[src/design/bitmap_first_free_allocator_unit_macros.svh]
// ----------------------------------------------------------------------------
// Bitmap first-free allocator assertion macros
// Shorthand for the clocked, reset-qualified checks of the allocator.
// ----------------------------------------------------------------------------
`ifndef BITMAP_FIRST_FREE_ALLOCATOR_UNIT_MACROS_SVH
`define BITMAP_FIRST_FREE_ALLOCATOR_UNIT_MACROS_SVH

// The consequent must hold in the same cycle as the antecedent.
`define BFFA_ASSERT_NOW(lbl, ante, cons, msg) \
	lbl: assert property (@(posedge clk) disable iff (!arst_n) (ante) |-> (cons)) \
		else $error(msg);

// The consequent must hold in the cycle after the antecedent.
`define BFFA_ASSERT_NEXT(lbl, ante, cons, msg) \
	lbl: assert property (@(posedge clk) disable iff (!arst_n) (ante) |=> (cons)) \
		else $error(msg);

`endif

[src/design/bffa_pkg.sv]
// ----------------------------------------------------------------------------
// Bitmap first-free allocator package
// Sizes, codes and the bit search shared by the allocator design.
// ----------------------------------------------------------------------------
package bffa_pkg;

	localparam int MAX_ENTRIES = 1024;
	localparam int WORD_W      = 32;
	localparam int WORDS       = MAX_ENTRIES / WORD_W;
	localparam int BIT_W       = $clog2(WORD_W);
	localparam int WADDR_W     = $clog2(WORDS);
	localparam int POS_W       = $clog2(MAX_ENTRIES);
	localparam int NUM_W       = POS_W + 1;
	localparam int CFG_IDX_W   = 1;
	localparam int CFG_DATA_W  = NUM_W;

	localparam logic [NUM_W-1:0] MAX_COUNT = NUM_W'(MAX_ENTRIES);

	localparam logic OP_ALLOC   = 1'b0;
	localparam logic OP_RELEASE = 1'b1;

	localparam logic [1:0] ST_DONE  = 2'd0;
	localparam logic [1:0] ST_FULL  = 2'd1;
	localparam logic [1:0] ST_RANGE = 2'd2;

	localparam logic [CFG_IDX_W-1:0] CFG_SEARCH_START = CFG_IDX_W'(0);
	localparam logic [CFG_IDX_W-1:0] CFG_ENTRY_COUNT  = CFG_IDX_W'(1);

	typedef struct packed {
		logic             found;
		logic [BIT_W-1:0] index;
	} first_set_t;

	// Lowest set bit of a bitmap word.
	function automatic first_set_t first_set(input logic [WORD_W-1:0] v);
		first_set_t res;
		res = '0;
		for (int i = WORD_W - 1; i >= 0; i--) begin
			if (v[i]) begin
				res.found = 1'b1;
				res.index = BIT_W'(i);
			end
		end
		return res;
	endfunction

endpackage

[src/design/bitmap_first_free_allocator_unit.sv]
// ----------------------------------------------------------------------------
// Bitmap first-free allocator
// Keeps a used/free bitmap in a word-wide memory, hands out the lowest free
// entry at or above the search start and frees entries on release requests.
// ----------------------------------------------------------------------------
// Channel  | Ports                                | Handshake
// request  | operation, entry_number              | start high while busy low
// result   | status, granted_number               | done strobe, one cycle
// config   | cfg_index, cfg_data                  | cfg_we, no wait
//
// An allocate scans one 32-bit bitmap word per cycle from the memory read port;
// the result strobe comes in the cycle after the last word checked. A release
// reads its word, clears its bit in S_REL and then gives its result; a request
// rejected on its range or count gives its result in the next cycle. Reset clears
// 32 row valid bits at once, with no clearing pass. One request is in work at a
// time and the result strobe cannot be held off by the receiver.
// ----------------------------------------------------------------------------
module bitmap_first_free_allocator_unit
	import bffa_pkg::*;
(
	input  logic                  clk,
	input  logic                  arst_n,
	input  logic                  start,
	output logic                  busy,
	input  logic                  operation,
	input  logic [NUM_W-1:0]      entry_number,
	input  logic                  cfg_we,
	input  logic [CFG_IDX_W-1:0]  cfg_index,
	input  logic [CFG_DATA_W-1:0] cfg_data,
	output logic                  done,
	output logic [1:0]            status,
	output logic [NUM_W-1:0]      granted_number
);

	typedef enum logic [1:0] {
		S_IDLE,
		S_ALLOC,
		S_REL
	} state_t;

	state_t              state_q;
	logic [POS_W-1:0]    search_start_q;
	logic [NUM_W-1:0]    entry_count_q;
	logic [WADDR_W-1:0]  word_q;
	logic [BIT_W-1:0]    bit_q;
	logic                done_q;
	logic [1:0]          status_q;
	logic [NUM_W-1:0]    granted_q;

	logic [WORD_W-1:0]   mem [WORDS];
	logic [WORDS-1:0]    row_vld_q;
	logic [WORD_W-1:0]   rd_word_s1;
	logic                rd_vld_s1;

	logic [NUM_W-1:0]    eff_count;
	logic [NUM_W-1:0]    last_num;
	logic [POS_W-1:0]    last_pos;
	logic [NUM_W-1:0]    rel_num;
	logic [POS_W-1:0]    rel_pos;
	logic                start_ok;
	logic                rel_ok;
	logic [WADDR_W-1:0]  rd_addr;
	logic [WORD_W-1:0]   rd_data;
	logic [WORD_W-1:0]   lo_mask;
	logic [WORD_W-1:0]   hi_mask;
	logic [WORD_W-1:0]   free_v;
	first_set_t          hit;
	logic                mem_we;
	logic [WORD_W-1:0]   mem_wd;
	logic                accept;

	assign accept    = start && !busy;
	assign busy      = (state_q != S_IDLE);
	assign eff_count = (entry_count_q > MAX_COUNT) ? MAX_COUNT : entry_count_q;
	assign last_num  = eff_count - NUM_W'(1);
	assign last_pos  = last_num[POS_W-1:0];
	assign rel_num   = entry_number - NUM_W'(1);
	assign rel_pos   = rel_num[POS_W-1:0];
	assign start_ok  = {1'b0, search_start_q} < eff_count;
	assign rel_ok    = (entry_number != '0) && (entry_number <= eff_count);

	always_comb begin
		if (state_q == S_IDLE) begin
			rd_addr = (operation == OP_RELEASE) ? rel_pos[POS_W-1:BIT_W]
				: search_start_q[POS_W-1:BIT_W];
		end else begin
			rd_addr = word_q + WADDR_W'(1);
		end
	end

	assign rd_data = rd_vld_s1 ? rd_word_s1 : '0;
	assign lo_mask = (word_q == search_start_q[POS_W-1:BIT_W])
		? ({WORD_W{1'b1}} << search_start_q[BIT_W-1:0]) : {WORD_W{1'b1}};
	assign hi_mask = (word_q == last_pos[POS_W-1:BIT_W])
		? ({WORD_W{1'b1}} >> (BIT_W'(WORD_W - 1) - last_pos[BIT_W-1:0]))
		: {WORD_W{1'b1}};
	assign free_v  = ~rd_data & lo_mask & hi_mask;
	assign hit     = first_set(free_v);

	always_comb begin
		mem_we = 1'b0;
		mem_wd = rd_data;
		case (state_q)
			S_ALLOC: begin
				mem_we = hit.found;
				mem_wd = rd_data | (WORD_W'(1) << hit.index);
			end
			S_REL: begin
				mem_we = 1'b1;
				mem_wd = rd_data & ~(WORD_W'(1) << bit_q);
			end
			default: begin
				mem_we = 1'b0;
			end
		endcase
	end

	always_ff @(posedge clk) begin
		if (mem_we) begin
			mem[word_q] <= mem_wd;
		end
		rd_word_s1 <= mem[rd_addr];
	end

	always_ff @(posedge clk or negedge arst_n) begin
		if (!arst_n) begin
			row_vld_q <= '0;
			rd_vld_s1 <= 1'b0;
		end else begin
			if (mem_we) begin
				row_vld_q[word_q] <= 1'b1;
			end
			rd_vld_s1 <= row_vld_q[rd_addr];
		end
	end

	always_ff @(posedge clk or negedge arst_n) begin
		if (!arst_n) begin
			search_start_q <= '0;
			entry_count_q  <= MAX_COUNT;
		end else if (cfg_we) begin
			case (cfg_index)
				CFG_SEARCH_START: search_start_q <= cfg_data[POS_W-1:0];
				CFG_ENTRY_COUNT:  entry_count_q  <= cfg_data;
				default: begin
					entry_count_q <= entry_count_q;
				end
			endcase
		end
	end

	always_ff @(posedge clk or negedge arst_n) begin
		if (!arst_n) begin
			state_q   <= S_IDLE;
			word_q    <= '0;
			bit_q     <= '0;
			done_q    <= 1'b0;
			status_q  <= ST_DONE;
			granted_q <= '0;
		end else begin
			done_q <= 1'b0;
			case (state_q)
				S_IDLE: begin
					if (accept) begin
						if (operation == OP_ALLOC) begin
							if (start_ok) begin
								word_q  <= search_start_q[POS_W-1:BIT_W];
								state_q <= S_ALLOC;
							end else begin
								done_q    <= 1'b1;
								status_q  <= ST_FULL;
								granted_q <= '0;
							end
						end else begin
							if (rel_ok) begin
								word_q  <= rel_pos[POS_W-1:BIT_W];
								bit_q   <= rel_pos[BIT_W-1:0];
								state_q <= S_REL;
							end else begin
								done_q    <= 1'b1;
								status_q  <= ST_RANGE;
								granted_q <= '0;
							end
						end
					end
				end
				S_ALLOC: begin
					if (hit.found) begin
						done_q    <= 1'b1;
						status_q  <= ST_DONE;
						granted_q <= {1'b0, word_q, hit.index} + NUM_W'(1);
						state_q   <= S_IDLE;
					end else if (word_q == last_pos[POS_W-1:BIT_W]) begin
						done_q    <= 1'b1;
						status_q  <= ST_FULL;
						granted_q <= '0;
						state_q   <= S_IDLE;
					end else begin
						word_q <= word_q + WADDR_W'(1);
					end
				end
				S_REL: begin
					done_q    <= 1'b1;
					status_q  <= ST_DONE;
					granted_q <= '0;
					state_q   <= S_IDLE;
				end
				default: begin
					state_q <= S_IDLE;
				end
			endcase
		end
	end

	assign done           = done_q;
	assign status         = status_q;
	assign granted_number = granted_q;

`include "bitmap_first_free_allocator_unit_macros.svh"

	`BFFA_ASSERT_NOW(a_grant_in_window, done && granted_number != '0,
		granted_number > {1'b0, search_start_q} && granted_number <= eff_count,
		"granted entry lies outside the search window")
	`BFFA_ASSERT_NOW(a_fail_no_grant, done && status != ST_DONE,
		granted_number == '0, "failed request reports a granted entry")
	`BFFA_ASSERT_NEXT(a_result_ends_work, busy && (mem_we || state_q == S_REL),
		done && !busy, "completed request gave no result strobe")

endmodule
[config.mk]
export PLATFORM = sky130hd
export DESIGN_NAME = bitmap_first_free_allocator_unit
export DESIGN_NICKNAME = d
export VERILOG_FILES = /design/src/design/bffa_pkg.sv /design/src/design/bitmap_first_free_allocator_unit.sv
export VERILOG_INCLUDE_DIRS = /design/src /design/src/design
export SDC_FILE = /design/constraint.sdc
export NUM_CORES = 2
export LEC_CHECK = 0
export BUFFER_PORTS_ARGS = -buffer_cell sky130_fd_sc_hd__buf_2
export CAP_MARGIN = 15
export CORE_MARGIN = 5
export CORE_UTILIZATION = 50
export CTS_CLUSTER_DIAMETER = 80
export DETAILED_ROUTE_END_ITERATION = 10
export GPL_ROUTABILITY_DRIVEN = 0
export HOLD_SLACK_MARGIN = 0.03
export PLACE_DENSITY = 0.65
export SLEW_MARGIN = 20
export SYNTH_ARGS = -nofsm -noshare
export SYNTH_HDL_FRONTEND = slang
export SYNTH_SLANG_ARGS = --single-unit
[constraint.sdc]
create_clock -name clk -period 7.94 [get_ports clk]
set_clock_uncertainty 0.05 [all_clocks]
set_input_delay 0.794 -clock clk [delete_from_list [all_inputs] [get_ports clk]]
set_output_delay 0.794 -clock clk [all_outputs]
set_load 0.01 [all_outputs]
; Word-level counts from Yosys, hierarchy flattened
; Memories as Yosys holds them, arrays and structs flattened. A register that Yosys moved wholly into a read port is not among the register bits.
; Cells that the tools add are included.
[op_classes]
add_sub_neg = 5
order_cmp = 6
eq_ne = 12
shifts = 4
mux = 81
bitwise = 8
n_reduce_logical = 15
[ops]
columns = op, count
row1 = 6-bit two-way mux, 32
row2 = 32-bit AND, 3
row3 = 32-bit two-way mux, 3
row4 = 11-bit two-way mux, 7
row5 = 32-bit NOT, 2
row6 = 32-bit OR, 2
row7 = 32-bit one-hot mux with 2 select lines, 1
row8 = 1-bit by 5-bit << shifter with 32-bit output (first input constant), 2
row9 = 5-bit two-way mux, 8
row10 = 11-bit one-hot mux with 3 select lines, 1
row11 = 32-bit by 5-bit << shifter with 32-bit output (first input constant), 1
row12 = 32-bit by 5-bit >> shifter with 32-bit output (first input constant), 1
row13 = 2-bit two-way mux, 12
row14 = 10-bit by 1-bit subtractor with 10-bit output (second input constant), 2
row15 = 3-bit != test (second input constant), 5
row16 = 5-bit by 6-bit less-than comparator with 1-bit output (second input constant), 2
row17 = 10-bit by 1-bit adder with 11-bit output (second input constant), 1
row18 = 11-bit > comparator (second input constant), 1
row19 = 11-bit less-or-equal comparator, 1
row20 = 10-bit by 11-bit less-than comparator with 1-bit output, 1
row21 = 11-bit nonzero test, 1
row22 = 5-bit == test, 2
row23 = 1-bit two-way mux, 10
row24 = 5-bit one-hot mux with 2 select lines, 1
row25 = other kinds (22), 29
[totals]
ff_bits = 80
mem_bits_rw = 1024
in_bits = 28
output_inout_bits = 15
word_cells = 142
mem_count = 1
[mem_list]
columns = memory, words, word_bits, read_ports, rd_ports_with_merged_regs, wr, line_no
row1 = mem, 32, 32, 1, 1, 1, bitmap_first_free_allocator_unit.sv:50  ; logic [WORD_W-1:0] mem [WORDS];

; Depth between registers and ports, before layout
[depth]
word_depth = 42
mapped_depth = 20
ltp_nobuf = 17

; Least setup slack after synthesis
; No wires, ideal clock.
[synth_timing]
kind = reg2reg
start = reg entry_count_q[10]
end = mem mem[0][26], data pin
setup_time_ns = 0.454
arrival_time_ns = 5.258
required_time_ns = 7.436
path_slack_ns = 2.178
path_stages_with_launch = 19
n_path_buf = 2
period_less_slack_ns = 5.762
cell_sequence = dfstp_2 buf_6 buf_6 clkinv_1 nand2_1 ha_1 or4b_2 nand3_1 o211ai_2 o211a_2 nor3_4 a31oi_1 o311ai_2 a211oi_2 o32ai_4 a21o_2 ha_1 nand2_1 o21ai_0
[synth_via]
elab_chain_cells = 42
word_cells_on_any_way = 43
classes_between = 2 x add/sub / 1 x order compare / 1 x eq/ne / 2 x shift / 35 x mux / 2 x bitwise
[synth_rtl]
columns = element, line_no
row1 = start: declaration, bitmap_first_free_allocator_unit.sv:43  ; logic [NUM_W-1:0] entry_count_q;
row2 = start signal: assignment, bitmap_first_free_allocator_unit.sv:144  ; CFG_ENTRY_COUNT: entry_count_q <= cfg_data;
row3 = start signal: assignment, bitmap_first_free_allocator_unit.sv:146  ; entry_count_q <= entry_count_q;
row4 = 11-bit > comparator (*), bitmap_first_free_allocator_unit.sv:74  ; assign eff_count = (entry_count_q > MAX_COUNT) ? MAX_COUNT : entry_count_q;
row5 = 11-bit two-way mux (*), bitmap_first_free_allocator_unit.sv:74
row6 = 10-bit by 1-bit subtractor with 10-bit output (*), bitmap_first_free_allocator_unit.sv:75  ; assign last_num = eff_count - NUM_W'(1);
row7 = 5-bit subtractor, bitmap_first_free_allocator_unit.sv:95  ; ? ({WORD_W{1'b1}} >> (BIT_W'(WORD_W - 1) - last_pos[BIT_W-1:0]))
row8 = 32-bit by 5-bit >> shifter with 32-bit output, bitmap_first_free_allocator_unit.sv:95
row9 = 32-bit two-way mux (*), bitmap_first_free_allocator_unit.sv:95
row10 = 32-bit AND (*), bitmap_first_free_allocator_unit.sv:97  ; assign free_v = ~rd_data & lo_mask & hi_mask;
row11 = 6-bit two-way mux (31 in series), bffa_pkg.sv:39  ; if (v[i]) begin
row12 = 6-bit two-way mux (*), bffa_pkg.sv:39
row13 = 1-bit by 5-bit << shifter with 32-bit output (*), bitmap_first_free_allocator_unit.sv:106  ; mem_wd = rd_data | (WORD_W'(1) << hit.index);
row14 = 32-bit OR (*), bitmap_first_free_allocator_unit.sv:106
row15 = 32-bit one-hot mux with 2 select lines (*), bitmap_first_free_allocator_unit.sv:103  ; case (state_q)
row16 = net mem_wd[26], bitmap_first_free_allocator_unit.sv:69  ; logic [WORD_W-1:0] mem_wd;
row17 = end: declaration, bitmap_first_free_allocator_unit.sv:50
; Mark *: on every way through the listed nets, which the timed path passes. The rest lies on a longest branch.

; Worst setup path after layout
[layout_timing]
start = reg entry_count_q[10]
end = mem mem[27][30] (enable)
[layout_via]
elab_chain_cells = 42
word_cells_on_any_way = 43
classes_between = 2 x add/sub / 1 x order compare / 1 x eq/ne / 1 x shift / 37 x mux / 1 x bitwise
[layout_rtl]
columns = element, line_no
row1 = 11-bit > comparator (*), bitmap_first_free_allocator_unit.sv:74
row2 = 11-bit two-way mux (*), bitmap_first_free_allocator_unit.sv:74
row3 = 10-bit by 1-bit subtractor with 10-bit output (*), bitmap_first_free_allocator_unit.sv:75
row4 = 5-bit subtractor, bitmap_first_free_allocator_unit.sv:95
row5 = 32-bit by 5-bit >> shifter with 32-bit output, bitmap_first_free_allocator_unit.sv:95
row6 = 32-bit two-way mux (*), bitmap_first_free_allocator_unit.sv:95
row7 = 32-bit AND (*), bitmap_first_free_allocator_unit.sv:97
row8 = 6-bit two-way mux (31 in series), bffa_pkg.sv:39
row9 = 6-bit two-way mux (*), bffa_pkg.sv:39
row10 = 1-bit one-hot mux with 2 select lines (*), bitmap_first_free_allocator_unit.sv:103
row11 = 1-bit two-way mux (*), bitmap_first_free_allocator_unit.sv:119  ; if (mem_we) begin
row12 = 1-bit two-way mux (implied by the code) (*), bitmap_first_free_allocator_unit.sv:120  ; mem[word_q] <= mem_wd;
; Mark *: on every way between the ends. The rest lies on a longest branch, timed or not.

==> results.ini <==
[cells_and_area]
layout-drive-gt1-share = 0.108
num_antenna_cells = 0
area_growth_syn_to_layout_pct = 11.2
finalNetCount = 3863
finish.utilization = 0.559

[critical_path]
worstPathMaxFanout = 21
setup.worst_path.class = flip-flop to flip-flop
worst_ep_arrival_time_ns = 6.91
worstPathCellList = clkinv_1 > nand2_1 > ha_1 > xnor2_1 > nor2_1 > a21oi_1 > a21oi_1 > a31oi_1 > and4b_1 > nand2_1 > a21oi_1 > nor2b_1 > nand2_1 > nor2_4 > buf_4
critical_path.top_delay_family = simple AND/OR/NAND/NOR gates
rr_startpoint = entry_count_q[10]
reg2reg_depth = 15
setup_slack_on_the_worst_flop_to_flop_path_ns = 1.34
r2r_end = mem[27][30]
startpoint_type = flip-flop
cp-end-kind = flip-flop
cpMaxStageDelayCell = sky130_fd_sc_hd__nor2_4
crit_required_ns = 8.26
critPathMaxStageDelay_ns = 1.01
worst_path_bufs_invs = 2

[pwr]
p_clk_frac = 0.221
seq_power_share = 0.350
internal-power_mw = 13.2
p_leak_nw = 17.9
netSwitchingPower_mw = 9.48
ir_worst_vdd_mv = 0.559
switching_share = 0.418
power_density_nw_per_um2 = 415
power.combinational.fraction = 0.429

[grt]
first_global_vias = 31200
grt.overflow.total = 0
track_usage = 0.254
grt_antenna_before_repair = 0
grt_max_degree = 182
grt_first_pass_wirelength_um = 202000

[synthesis]
yosysSeqAreaShare = 0.678
synth_seq_cells = 1136
synth-warning-count = 0
synthFlopType = sky130_fd_sc_hd__edfxtp_1
netlist_instances = 3839
synth_cell_type_count = 105
netlist_area_um2 = 49200
ys_async_sr_fraction = 0.0704
syn-mean-instance-area_um2 = 12.8
syn_nets = 3903
number_of_flops_mapped_to_enable_cells_by_yosys = 1024

[clock_network]
cts-root-to-sink-buffers = 3
clk_transition_reported_paths_ns = 0.07
cts_buffers = 110
clock_latency_late_sink_ns = 0.71
post_cts_resize_count = 0
post-cts-setup-buffers = 0
ctsRootBufferMaster = sky130_fd_sc_hd__clkbuf_16
clock_sink_count = 1136
cts_hold_buf = 1
tritoncts_clock_tree = done
h-tree-depth = 3

[route]
wire_per_inst_um = 26.1
num_vias = 32700
routed_wl_um = 135000
drcViolationCount = 0
drt-vias-per-instance = 6.32
drt_first_iter_violations = 3669
final_antenna_net_count = 0
first_pass_iters = 6

[sta]
final_min_period_over_clock_period = 0.831
tightest_slew_ns = 1.13
grt_setup_unrepaired = false
period_minus_slack_ns = 6.60
timing.final.setup_violations = 0
max-slew-margin-rel = 0.237
drv_slew = 0
setup_total_negative_slack_ns = 0
finalHoldViolCount = 0
achievable-frequency_mhz = 152

[die]
die_w_um = 324
dieArea_um2 = 105000
floorplan.io_pins = 43
start_util = 0.502
core_area_um2 = 98000
rows = 115
die_h_um = 324

[run_status]
run_status = completed

[run]
maxCapViolCount = 0

[placement]
detailed_place_hpwl_um = 78800
port_bufs = 42

[hold_path]
worst_hold_path.endpoint = search_start_q[5]
hold_path.class = input pin to flip-flop
worstHoldStart = cfg_data[5]
hold_path_depth = 2

-- cells in the final DEF (no fill, tap or decap), types with 15 or more instances in the layout --
cell,synthesis,routed
sky130_fd_sc_hd__edfxtp_1,1024,1024
sky130_fd_sc_hd__a21o_1,53,53
sky130_fd_sc_hd__or3_1,17,17
sky130_fd_sc_hd__a211oi_1,370,370
sky130_fd_sc_hd__dfxtp_1,32,32
sky130_fd_sc_hd__and2_1,140,140
sky130_fd_sc_hd__clkbuf_1,243,26
sky130_fd_sc_hd__o21bai_1,52,35
sky130_fd_sc_hd__buf_4,2,73
sky130_fd_sc_hd__o31ai_1,18,18
sky130_fd_sc_hd__a31oi_1,140,140
sky130_fd_sc_hd__nand3_1,36,36
sky130_fd_sc_hd__nor3_1,15,15
sky130_fd_sc_hd__inv_1,26,26
sky130_fd_sc_hd__clkinv_1,1,29
sky130_fd_sc_hd__mux2_2,23,22
sky130_fd_sc_hd__and2_0,134,134
sky130_fd_sc_hd__nand2_1,645,645
sky130_fd_sc_hd__a311oi_1,132,132
sky130_fd_sc_hd__a21oi_1,174,171
sky130_fd_sc_hd__o21ai_0,84,77
sky130_fd_sc_hd__dfrtp_1,79,79
sky130_fd_sc_hd__buf_2,12,41
sky130_fd_sc_hd__nor2_4,0,32
sky130_fd_sc_hd__nor2_1,90,58
sky130_fd_sc_hd__clkinv_2,0,17
sky130_fd_sc_hd__buf_12,0,15
sky130_fd_sc_hd__clkbuf_16,0,111
sky130_fd_sc_hd__ha_1,36,36
-- cell usage after synthesis (4+ instances only) --
cell type,n,area (um^2)
sky130_fd_sc_hd__nand2b_1,13,81.3
sky130_fd_sc_hd__o41ai_1,5,43.8
sky130_fd_sc_hd__buf_1,21,78.8
sky130_fd_sc_hd__o32ai_1,4,35.0
sky130_fd_sc_hd__dfrtp_1,79,1980
sky130_fd_sc_hd__or3_1,17,106
sky130_fd_sc_hd__nor3_1,15,75.1
sky130_fd_sc_hd__o31a_1,6,52.6
sky130_fd_sc_hd__o22ai_1,8,50.1
sky130_fd_sc_hd__a21o_1,53,398
sky130_fd_sc_hd__mux2_2,23,259
sky130_fd_sc_hd__a211oi_1,370,2780
sky130_fd_sc_hd__and3_1,7,43.8
sky130_fd_sc_hd__o21bai_1,52,390
sky130_fd_sc_hd__a21oi_1,174,871
sky130_fd_sc_hd__and2_1,140,876
sky130_fd_sc_hd__mux2i_1,6,60.1
sky130_fd_sc_hd__xor2_1,9,78.8
sky130_fd_sc_hd__nor2b_1,11,68.8
sky130_fd_sc_hd__nand3_1,36,180
sky130_fd_sc_hd__inv_1,26,97.6
sky130_fd_sc_hd__nor4_1,9,56.3
sky130_fd_sc_hd__ha_1,36,450
sky130_fd_sc_hd__a22oi_1,4,30.0
sky130_fd_sc_hd__o221ai_1,5,43.8
sky130_fd_sc_hd__nand4_1,10,62.6
sky130_fd_sc_hd__nor2_1,90,338
sky130_fd_sc_hd__o21ai_1,8,40.0
sky130_fd_sc_hd__clkbuf_1,243,912
sky130_fd_sc_hd__a31oi_1,140,876
sky130_fd_sc_hd__buf_6,4,45.0
sky130_fd_sc_hd__xnor2_1,14,123
sky130_fd_sc_hd__buf_2,12,60.1
sky130_fd_sc_hd__edfxtp_1,1024,30700
sky130_fd_sc_hd__a311oi_1,132,1160
sky130_fd_sc_hd__o21ai_0,84,420
sky130_fd_sc_hd__dfxtp_1,32,641
sky130_fd_sc_hd__o211ai_1,6,45.0
sky130_fd_sc_hd__o31ai_1,18,135
sky130_fd_sc_hd__a211o_1,4,35.0
sky130_fd_sc_hd__or2_2,6,37.5
sky130_fd_sc_hd__nand2_1,645,2420
sky130_fd_sc_hd__and2_0,134,838
sky130_fd_sc_hd__o21a_1,12,90.1
-- cell type report --
type / instances / area [um^2]
clock buffer: 137 / 2880
clock inverter: 65 / 549
fill: 7893 / 43300
inverter: 28 / 105
multi-input combinational: 2391 / 15100
sequential: 1136 / 33400
tap: 1287 / 1610
timing repair buffer: 132 / 1120
-- how the worst max path moves through the flow --
| stage | start | slack (ns) | depth (start not counted) | to |
|---|---|---|---|---|
| after floorplan | entry_count_q[10] | 2.18 | 18 | mem[0][26] |
| after global placement | entry_count_q[10] | 1.58 | 15 | mem[27][11] |
| after detailed placement | entry_count_q[10] | 1.40 | 15 | mem[27][30] |
| after CTS | entry_count_q[10] | 1.36 | 15 | mem[27][30] |
| after global routing | entry_count_q[10] | 0.88 | 15 | mem[27][30] |
| final | entry_count_q[10] | 1.34 | 15 | mem[27][30] |
-- worst register-to-register path: stages (launching register included) --
cell and delay, ns:
sky130_fd_sc_hd__dfstp_2 0.76, sky130_fd_sc_hd__clkinv_1 0.33, sky130_fd_sc_hd__nand2_1 0.26, sky130_fd_sc_hd__ha_1 0.48, sky130_fd_sc_hd__xnor2_1 0.48, sky130_fd_sc_hd__nor2_1 0.26
sky130_fd_sc_hd__a21oi_1 0.26, sky130_fd_sc_hd__a21oi_1 0.12, sky130_fd_sc_hd__a31oi_1 0.42, sky130_fd_sc_hd__and4b_1 0.28, sky130_fd_sc_hd__nand2_1 0.22, sky130_fd_sc_hd__a21oi_1 0.12
sky130_fd_sc_hd__nor2b_1 0.26, sky130_fd_sc_hd__nand2_1 0.49, sky130_fd_sc_hd__nor2_4 1.02, sky130_fd_sc_hd__buf_4 0.43
-- cell families (layout without fill, tap and decap cells) --
group,Yosys count,count (layout),synth area share
adder cells (fa/ha/maj),36,36,0.00915
XOR/XNOR,24,24,0.00442
buffers and inverters,312,362,0.0253
multiplexers,29,29,0.00648
AND/OR/NAND/NOR,1169,1169,0.112
flip-flops,1136,1136,0.678
AO/OA/AOI/OAI,1133,1133,0.164
-- per-layer routing --
metal  wire (um)  global-route usage  vias up
met5           0                   0        -
li1            -                   -    14600
met1       56500               0.363    16300
met3       11100              0.0417      312
met2       61900               0.397     1436
met4        5460              0.0949        0
-- power groups by stage --
stage	sequential, mW	clock, mW	combinational (mW)
after floorplan	7.86	0	6.43
after global placement	8.03	0	9.54
after detailed placement	8.04	0	9.63
after CTS	7.92	5.09	9.67
after global routing	7.96	5.34	10.5
final	7.93	5.01	9.75
-- state kept, by name (all words and copies together) (netlist names) --
register,flops
mem,1024
rd_word_s1,32
row_vld_q,32
entry_count_q,11
granted_number,11
search_start_q,10
bit_q,5
word_q,5
state_q,2
status,2
done,1
rd_vld_s1,1
-- per-stage QoR --
| stage | instances | power [mW] | setup slack (ns) | area (um^2) | hold slack (ns) |
|---|---|---|---|---|---|
| global route | 5176 | 23.8 | 0.876 | 54700 | 0.292 |
| detailed placement | 4972 | 17.7 | 1.40 | 51300 | 0.405 |
| floorplan | 3839 | 14.3 | 2.18 | 49200 | 0.384 |
| CTS | 5175 | 22.7 | 1.36 | 54700 | 0.262 |
| global placement | 4967 | 17.6 | 1.58 | 51200 | 0.401 |
| finish | 5176 | 22.7 | 1.34 | 54700 | 0.301 |
(Power assumes the default switching activity.)
